### src/rtl/core/vmx_pkg.sv
`default_nettype none
package vmx_pkg;

  typedef enum logic [3:0] {
    OP_MOV  = 4'd0,
    OP_ADD  = 4'd1,
    OP_SUB  = 4'd2,
    OP_MUL  = 4'd3,
    OP_DIV  = 4'd4,
    OP_CMP  = 4'd5,
    OP_JMP  = 4'd6,
    OP_CALL = 4'd7,
    OP_RET  = 4'd8,
    OP_LD   = 4'd9,
    OP_ST   = 4'd10,
    OP_PUSH = 4'd11,
    OP_POP  = 4'd12,
    OP_HALT = 4'd13
  } op_e;

  typedef enum logic [2:0] {
    KIND_REG      = 3'd0,
    KIND_IMM      = 3'd1,
    KIND_REG_IND  = 3'd2,
    KIND_IMM_IND  = 3'd3,
    KIND_REG_DISP = 3'd4,
    KIND_IMM_DISP = 3'd5
  } kind_e;

  typedef enum logic [2:0] {
    JC_ALWAYS = 3'd0,
    JC_EQ     = 3'd1,
    JC_GT     = 3'd2,
    JC_GE     = 3'd3,
    JC_LT     = 3'd4,
    JC_LE     = 3'd5,
    JC_NE     = 3'd6
  } jcond_e;

  typedef enum logic [1:0] {
    ST_OK        = 2'd0,
    ST_BAD_ADDR  = 2'd1,
    ST_UNDERFLOW = 2'd2,
    ST_DIV_ZERO  = 2'd3
  } status_e;

  typedef enum logic [1:0] {
    SZ_BYTE  = 2'd0,
    SZ_HALF  = 2'd1,
    SZ_WORD  = 2'd2,
    SZ_DWORD = 2'd3
  } size_e;

  localparam logic [1:0] FLAG_EQ = 2'b00;
  localparam logic [1:0] FLAG_GT = 2'b01;
  localparam logic [1:0] FLAG_LT = 2'b11;

  typedef enum logic [3:0] {
    CMD_NONE,
    CMD_LOAD,
    CMD_RD_S,
    CMD_RD_D,
    CMD_RD_SP,
    CMD_CAP,
    CMD_DECIDE,
    CMD_MUL,
    CMD_DIV,
    CMD_MEM,
    CMD_WR_SP,
    CMD_COMMIT
  } cmd_e;

  typedef enum logic [1:0] {
    CLS_DONE,
    CLS_MUL,
    CLS_DIV,
    CLS_MEM
  } cls_e;

  typedef enum logic [1:0] {
    SRC_ACC,
    SRC_QUO,
    SRC_MEM
  } src_e;

  typedef struct packed {
    cls_e cls;
    logic iter_done;
    logic mem_done;
    logic out_free;
  } stat_t;

endpackage
`default_nettype wire

### src/rtl/core/vmx_ctrl.sv
`default_nettype none
module vmx_ctrl (
  input  wire logic          clk,
  input  wire logic          rst,
  input  wire logic          in_valid,
  output logic               in_stall,
  input  wire vmx_pkg::stat_t stat,
  output vmx_pkg::cmd_e      cmd
);

  typedef enum logic [3:0] {
    S_IDLE,
    S_RD_S,
    S_RD_D,
    S_RD_SP,
    S_CAP,
    S_DECIDE,
    S_MUL,
    S_DIV,
    S_MEM,
    S_WR_SP,
    S_COMMIT
  } state_t;

  state_t state, state_next;

  always_comb begin
    state_next = state;
    cmd = vmx_pkg::CMD_NONE;
    case (state)
      S_IDLE: begin
        if (in_valid) begin
          cmd = vmx_pkg::CMD_LOAD;
          state_next = S_RD_S;
        end
      end
      S_RD_S: begin
        cmd = vmx_pkg::CMD_RD_S;
        state_next = S_RD_D;
      end
      S_RD_D: begin
        cmd = vmx_pkg::CMD_RD_D;
        state_next = S_RD_SP;
      end
      S_RD_SP: begin
        cmd = vmx_pkg::CMD_RD_SP;
        state_next = S_CAP;
      end
      S_CAP: begin
        cmd = vmx_pkg::CMD_CAP;
        state_next = S_DECIDE;
      end
      S_DECIDE: begin
        cmd = vmx_pkg::CMD_DECIDE;
        case (stat.cls)
          vmx_pkg::CLS_MUL: state_next = S_MUL;
          vmx_pkg::CLS_DIV: state_next = S_DIV;
          vmx_pkg::CLS_MEM: state_next = S_MEM;
          default:          state_next = S_WR_SP;
        endcase
      end
      S_MUL: begin
        cmd = vmx_pkg::CMD_MUL;
        if (stat.iter_done) state_next = S_WR_SP;
      end
      S_DIV: begin
        cmd = vmx_pkg::CMD_DIV;
        if (stat.iter_done) state_next = S_WR_SP;
      end
      S_MEM: begin
        cmd = vmx_pkg::CMD_MEM;
        if (stat.mem_done) state_next = S_WR_SP;
      end
      S_WR_SP: begin
        cmd = vmx_pkg::CMD_WR_SP;
        state_next = S_COMMIT;
      end
      S_COMMIT: begin
        // hold until the output register can take the result
        if (stat.out_free) begin
          cmd = vmx_pkg::CMD_COMMIT;
          state_next = S_IDLE;
        end
      end
      default: state_next = S_IDLE;
    endcase
  end

  assign in_stall = (state != S_IDLE);

  always_ff @(posedge clk) begin
    if (rst) begin
      state <= S_IDLE;
    end else begin
      state <= state_next;
    end
  end

endmodule
`default_nettype wire

### config.mk
export PLATFORM = sky130hd
export DESIGN_NAME = vmx_ctrl
export DESIGN_NICKNAME = d
export VERILOG_FILES = /design/src/rtl/core/vmx_pkg.sv /design/src/rtl/core/vmx_ctrl.sv
export SDC_FILE = /design/constraint.sdc
export NUM_CORES = 1
export LEC_CHECK = 0
export ABC_AREA = 1
export BUFFER_PORTS_ARGS = -buffer_cell sky130_fd_sc_hd__buf_2
export CAP_MARGIN = 40
export CORE_AREA = 2 2 39 41
export CTS_CLUSTER_DIAMETER = 80
export CTS_CLUSTER_SIZE = 12
export DETAILED_ROUTE_END_ITERATION = 8
export DIE_AREA = 0 0 41 43
export PLACE_DENSITY = 0.66
export SLEW_MARGIN = 30
export SYNTH_ARGS = -nofsm -noshare
export SYNTH_HDL_FRONTEND = slang
export SYNTH_SLANG_ARGS = --single-unit
export TNS_END_PERCENT = 50
### constraint.sdc
create_clock -name clk -period 3.3 [get_ports clk]
set_input_delay 0.66 -clock clk [delete_from_list [all_inputs] [get_ports clk]]
set_output_delay 0.66 -clock clk [all_outputs]
set_load 0.02 [all_outputs]
Word-level counts from Yosys, hierarchy flattened
Cells that the tools add are included.
{"block": "op_classes", "n_addsub": 0, "multipliers": 0, "div": 0, "magnitude_cmp": 0, "n_eq_ne": 17, "shifts": 0, "muxes": 9, "n_bitwise": 0, "reduce_logical": 4}
{"operator": "case mux 4 bit (11 select lines)", "count": 1}
{"operator": "case mux 4 bit (10 select lines)", "count": 1}
{"operator": "two-way mux 4 bit", "count": 5}
{"operator": "== test 4 x 3 -> 1 bit (second input constant)", "count": 4}
{"operator": "== test 4 bit (second input constant)", "count": 3}
{"operator": "case mux 4 bit (3 select lines)", "count": 1}
{"operator": "== test 4 x 2 -> 1 bit (second input constant)", "count": 2}
{"operator": "!= test 2 bit (second input constant)", "count": 3}
{"operator": "== test 2 bit (second input constant)", "count": 2}
{"operator": "== test 4 x 1 -> 1 bit (second input constant)", "count": 1}
{"operator": "zero test 4 bit", "count": 1}
{"operator": "AND reduction 4 bit", "count": 1}
{"operator": "nonzero test 4 bit", "count": 1}
{"operator": "== test 2 x 1 -> 1 bit (second input constant)", "count": 1}
{"operator": "!= test 2 x 1 -> 1 bit (second input constant)", "count": 1}
{"operator": "OR reduction 2 bit", "count": 1}
{"operator": "two-way mux 1 bit", "count": 1}
{"block": "totals", "register_bits": 4, "latch_bits": 0, "ram_bits": 0, "rom_bits": 0, "output_inout_bits": 5, "wordCells": 31, "mem_count": 0}

Longest topological paths before layout
Gate-level depths: netlist (run 1).
{"block": "logic_depth", "depth_word": 4, "mapped_depth": 8, "ltp_nobuf": 8}

Worst setup path after synthesis (run 1)
Ideal clock, no wire load.
{"block": "synth_path", "path_type": "input -> output", "start": "input port stat[0] in the netlist's numbering", "end": "output port cmd[1]", "arrival_ns": 1.026, "required_ns": 2.640, "setup_slack_ns": 1.614, "cell_stages": 4, "n_path_buf": 0, "cell_sequence": "nand3_1 o21ai_0 inv_1 nand2_1"}
{"block": "synth_between", "elab_chain_cells": 2}
{"item": "start: declaration", "line": "vmx_ctrl.sv:7", "rtl": "input wire vmx_pkg::stat_t stat,"}
{"item": "two-way mux 4 bit", "line": "vmx_ctrl.sv:80", "rtl": "if (stat.out_free) begin"}
{"item": "case mux 4 bit (11 select lines)", "line": "vmx_ctrl.sv:30", "rtl": "case (state)"}
{"item": "end: declaration", "line": "vmx_ctrl.sv:8", "rtl": "output vmx_pkg::cmd_e cmd"}
Every way passes these cells.

Final worst setup path (run 1)
{"block": "layout_path", "start": "register state[0]", "end": "output port cmd[0]"}
{"block": "layout_between", "elab_chain_cells": 2, "word_cells_on_any_way": 12, "classes_between": "eq/ne (10); mux (1); reduce/logical (1)"}
{"item": "start: declaration", "line": "vmx_ctrl.sv:25", "rtl": "state_t state, state_next;"}
{"item": "start signal: assignment", "line": "vmx_ctrl.sv:95", "rtl": "state <= state_next;"}
{"item": "== test 4 bit (tied with other cells)", "line": "vmx_ctrl.sv:30"}
{"item": "case mux 4 bit (11 select lines) (*)", "line": "vmx_ctrl.sv:30"}
Mark *: on every way between the ends. The rest lies on a longest branch, timed or not.

==> run summary, run 1 <==
Worst Path Arrival -> 1.40 ns
Largest family of logic cells by synthesized area -> simple AND/OR/NAND/NOR gates
Seq pwr share -> 0.276
RSZ-0062 raised after global routing -> false
Pin count of the biggest net entering global routing -> 8
Std cell rows -> 14
Initial core utilization -> 0.3156
First drt pass iteration count -> 4
Die Ht -> 43 um
Max-cap violations -> 0
Clock Skew -> 0.002165 ns
Clock sink count -> 4
ANT nets after route -> 0
Mean post-synth cell area -> 5.671 um2
Overall die width -> 41 um
Top cell type's share of synthesized area -> 0.1834
Register area -> 80.08 um2
P_sw -> 0.0001092 W
Sequential area share after synthesis -> 0.1834
Comb power frac -> 0.485
H-tree depth -> 1
Routed WL per cell -> 8.750 um
Synth Area in Compound Gates -> 0.1490
Util after Layout -> 0.3897
Post-CTS Setup Inserts -> 0
Post-layout min period -> 2.063 ns
DRT Wirelength -> 945 um
Largest Register -> state
First-pass GRT wire length -> 1462 um
Post-synthesis cell type count -> 19
Vias per cell -> 4.648
Port buffer count -> 12
Final setup viols -> 0
Period utilization -> 0.6252
Area grow syn2layout -> 23.50%
Initial antenna violation count -> 0
Final antenna diode count -> 0
Cts hold-fix bufs -> 0
Hold Path Class -> flip-flop to flip-flop
Critical Path RT -> 2.64 ns
Fin. Hold Viols -> 0
Clk root buf -> clkbuf_4
Core area -> 1384 um2
Setup CP Type -> flip-flop to output port
Main area contributors after synthesis -> dfxtp_1 18%, nand2_1 15%, inv_1 12%
Slew HR -> 0.8136
CP endpoint kind -> output port
Biggest regs -> state (4)
Largest register FFs -> 4
Adder-cell share of the synthesized area -> 0.05731
Multi-input combinational cell area -> 292.8 um2
CTS max path bufs -> 2
Share of cells above drive strength 1 -> 0.3152
Clock share of power -> 0.239
Die area -> 1763 um2
GP Congestion -> 0.8187
Critical Path Source Type -> flip-flop
Worst slew pin tran -> 0.2793 ns
CTS buffer count -> 3
Cells after synthesis -> 77
GRT Total Usage -> 0.1185
Worst-case vdd ir drop -> 176.4 uV
CTS tree -> yes
Sw frac -> 0.4402
Fillcell total -> 154
Setup slack, reg-to-reg -> 2.07 ns
Number of global-route vias before repair -> 406
GRT Residual Overflow -> 0
IO Pins -> 13
Synthesized-area fraction occupied by xor and xnor cells -> 0
Yosys warning count -> 0
Nets -> 104
Setup TNS -> 0 ns
Static Leakage -> 0.3193 nW
Achievable frequency -> 484.7 MHz
Pwr/cell area -> 460.2 nW/um2
DRT iter0 DRCs -> 18
Final HPWL DP -> 784.2 um
Seq cells post-synth -> 4
Synth Area in Simple Gates -> 0.4642
P_int -> 0.0001389 W
# DRC -> 0
Worst-path clk slew -> 0.03 ns
Outcome -> completed
Post-synthesis mux area share -> 0
Mapped Area -> 436.7 um2
Routed vias -> 502
CP max FO -> 7
Yosys top cell by area -> dfxtp_1
Later-pin clock latency in the skew report -> 0.23 ns
Pins Over Slew Limit -> 0
Mapped Nets -> 87
PostCTS Resize Cnt -> 0
-- through the flow --
| stage | cell area (um2) | power [W] | worst slack, ns | std cells | hold WS (ns) |
|---|---|---|---|---|---|
| final | 539.3 | 0.0002482 | 1.237 | 108 | 0.6176 |
| after global routing | 539.3 | 0.0002727 | 1.082 | 108 | 0.6202 |
| after CTS | 539.3 | 0.0002520 | 1.222 | 108 | 0.6231 |
| after detailed placement | 516.7 | 0.0001899 | 1.436 | 105 | 0.6177 |
| after global placement | 516.7 | 0.0001886 | 1.442 | 105 | 0.6049 |
| after floorplan | 436.7 | 0.0001554 | 1.614 | 77 | 0.5473 |
-- cells by family after synthesis --
logic type                 count (synthesis)
and+or+nand+nor                           43
buffers and inverters                     17
AOI/OAI and AO/OA                         11
DFF                                        4
adders and majority gates                  2
-- power by group through the flow --
stage	Combinational (W)	Sequential (W)	Clock (W)
finish	0.000120	0.0000686	0.0000593
global placement	0.000120	0.0000691	0
floorplan	0.0000892	0.0000662	0
detailed placement	0.000120	0.0000695	0
global route	0.000134	0.0000703	0.0000684
CTS	0.000121	0.0000687	0.0000624
-- cell usage after synthesis (all sizes together) --
cell / instances
nand3: 6
dfxtp: 4
o22ai: 1
a31oi: 2
a22oi: 1
inv: 17
nand2: 21
and2: 1
ha: 2
o21ai: 4
nand3b: 1
a21oi: 3
nor2: 14
-- worst max-delay path: stages (launching register included) --
cell and delay, ns:
dfxtp_1 0.38, nor2_2 0.27, inv_1 0.09, nor2_1 0.14
a31oi_1 0.06, nand3_1 0.08, buf_2 0.16
-- metal layers --
metal,track usage,up-vias,wire [um]
li1,-,273,-
met1,0.1383,217,454
met2,0.1969,12,434
met3,0.04712,0,56
met4,0.02000,0,0
met5,0,-,0
-- placed cells by master, fill, tap and decap left out, types with 3 or more instances in the layout --
cell      synthesis  routed
nand2_1          17      17
inv_1            14      14
buf_2             0      12
nor2_1            9       9
nor2_2            5       5
nand3_1           5       5
nand2_2           4       4
dfxtp_1           4       4
inv_2             3       3
clkbuf_4          0       3
-- final cells by class --
class	instances	share of cell area
multi-input combinational	56	0.5429
sequential	4	0.1485
inverter	17	0.1183
timing repair buffer	12	0.1114
clock buffer	3	0.04176
tap	16	0.03712
-- path summary, 6_finish.rpt --
path,startpoint,endpoint,cells after the start
max reg2reg,state[0]$_SDFFE_PP0P_,state[3]$_SDFFE_PP0P_,6
min reg2reg,state[0]$_SDFFE_PP0P_,state[0]$_SDFFE_PP0P_,2
max,state[0]$_SDFFE_PP0P_,cmd[0],6
min,state[0]$_SDFFE_PP0P_,state[0]$_SDFFE_PP0P_,2
Note: power is estimated with default switching activity, not from simulation.
==> run 2: changes to the inputs <==
Clock period 3.3 ns to 2.15 ns, I/O delays scaled along.
==> run summary, run 2 (synthesis results as in run 1) <==
Dpl cells -> 105 (unchanged)
CP Buf/Inv Count -> 2 (unchanged)
Later-pin clock latency in the skew report -> 0.24 ns (about the same)
Static Leakage -> 0.3193 nW (unchanged)
Util after Layout -> 0.3897 (unchanged)
Pwr/cell area -> 714.6 nW/um2 (+55%)
CTS max path bufs -> 2 (unchanged)
Met1 Track Usage GR -> 0.1419 (+0.003672)
CTS buffer count -> 3 (unchanged)
DRT iter0 DRCs -> 10 (-8)
Final setup viols -> 0 (unchanged)
Clock Skew -> 0.005549 ns (+0.003384 ns)
Worst-case vdd ir drop -> 231.6 uV (+31%)
Crit-path leading delay family -> simple AND/OR/NAND/NOR gates
Cell chain of the critical path -> nor2_2, inv_1, nor2_1, a31oi_1, nand3_1, buf_2
Setup CP Type -> flip-flop to output port
Routed vias -> 499 (-0.60%)
Initial core utilization -> 0.3156 (unchanged)
GP Congestion -> 0.8443 (+3.1%)
Number of cells on the critical path -> 6 (unchanged)
Clk root buf -> clkbuf_4
Critical Path RT -> 1.72 ns (-0.92 ns)
Most frequent cells in the layout -> 17 x nand2_1, 14 x inv_1, 12 x buf_2
Port buffer count -> 12 (unchanged)
Clock sink count -> 4 (unchanged)
Area grow syn2layout -> 23.50% (unchanged)
Pin count of the biggest net entering global routing -> 8 (unchanged)
Nets -> 104 (unchanged)
DRT Wirelength -> 972 um (+2.9%)
Final HPWL DP -> 785.4 um (+0.15%)
CP max FO -> 7 (unchanged)
Initial antenna violation count -> 0 (unchanged)
Post-Layout Inst Area -> 539.3 um2 (unchanged)
Hold depth -> 2 (unchanged)
Commonest non-fill, non-tap cell in the layout -> nand2_1
Slew HR -> 0.8305 (+0.01692)
Setup TNS -> 0 ns (unchanged)
H-tree depth -> 1 (unchanged)
Core area -> 1384 um2 (unchanged)
Worst-path clk slew -> 0.04 ns (about the same)
RSZ-0062 raised after global routing -> false
Max-cap violations -> 0 (unchanged)
PostCTS Resize Cnt -> 0 (unchanged)
Worst slew pin tran -> 0.2539 ns (-0.02535 ns)
# DRC -> 0 (unchanged)
Number of global-route vias before repair -> 410 (+0.99%)
Overall die width -> 41 um (unchanged)
GRT Residual Overflow -> 0 (unchanged)
CP endpoint kind -> output port
GRT Total Usage -> 0.1186 (+0.0001191)
Final antenna diode count -> 0 (unchanged)
Post-layout min period -> 1.829 ns
Die Ht -> 43 um (unchanged)
Final cell count without fillers -> 108 (unchanged)
Fin. Hold Viols -> 0 (unchanged)
Largest register FFs -> 4 (unchanged)
Pins Over Slew Limit -> 0 (unchanged)
Post-CTS Setup Inserts -> 0 (unchanged)
Setup slack, reg-to-reg -> 0.91 ns (-1.16 ns)
Share of cells above drive strength 1 -> 0.3152 (unchanged)
Biggest regs -> state (4)
Routed WL per cell -> 9.000 um (+2.9%)
First-pass GRT wire length -> 1462 um (unchanged)
Largest Register -> state
Achievable frequency -> 546.7 MHz
Busiest grt layer -> met2
Reg2reg path depth -> 6 (unchanged)
Hold Path Class -> input pin to flip-flop
Cts hold-fix bufs -> 0 (unchanged)
Vias per cell -> 4.620 (-0.60%)
Worst Hold Slack -> 0.3926 ns (-0.2250 ns)
Critical Path Source Type -> flip-flop
Crit-path slowest cell -> dfxtp_1
First drt pass iteration count -> 4 (unchanged)
Worst Path Arrival -> 1.40 ns (about the same)
IO Pins -> 13 (unchanged)
Max stage delay on crit path -> 0.37 ns (about the same)
Placed Instance Area -> 516.7 um2 (unchanged)
Period utilization -> 0.8508
ANT nets after route -> 0 (unchanged)
Die area -> 1763 um2 (unchanged)
M2 GR Usage -> 0.2031 (+0.006250)
Outcome -> completed
CTS tree -> yes
Met3 usage -> 0 (-0.04712)
Std cell rows -> 14 (unchanged)
[run 2: through the flow]
| step | setup WS [ns] | total power [W] |
|---|---|---|
| 2_1_floorplan | 0.7329 | 0.0002386 |
| 3_3_place_gp | 0.5792 | 0.0002883 |
| 3_5_place_dp | 0.5560 | 0.0002901 |
| 4_1_cts | 0.3055 | 0.0003856 |
| 5_1_grt | 0.1891 | 0.0004155 |
| 6_report | 0.3209 | 0.0003854 |
[run 2: final timing paths]
check                                             end             startpoint
worst max-delay path                           cmd[0]  state[0]$_SDFFE_PP0P_
worst min-delay path            state[0]$_SDFFE_PP0P_                    rst
worst max register to register  state[3]$_SDFFE_PP0P_  state[0]$_SDFFE_PP0P_
worst min register to register  state[0]$_SDFFE_PP0P_  state[0]$_SDFFE_PP0P_
[run 2: where the power goes]
part,switching (W),total [W],leakage [nW],internal [W]
Clock,0.0000335,0.0000962,0.0138,0.0000626
Combinational,0.000120,0.000185,0.273,0.0000659
Sequential,0.0000187,0.000104,0.0328,0.0000851
Total,0.000172,0.000385,0.319,0.000214
[run 2: routing by layer]
metal	part of all wire	up-vias
met5	0	-
met1	0.49	215
met2	0.45	14
met3	0.041	2
li1	-	268
met4	0.015	0
[run 2: cell type report]
type,instances,area [um2]
repair buffers,12,60.06
clock buffers,3,22.52
flip-flops and latches,4,80.08
fillers,159,844.6
well taps,16,20.02
multi-input cells,56,292.8
inverters,17,63.81
[run 2: worst register-to-register path, delay by kind of cell, from the launching register on]
family | cells | cell delay (ns)
compound gates | 1 | 0.16
buf+inv | 1 | 0.04
simple gates | 4 | 0.55
flops | 1 | 0.37
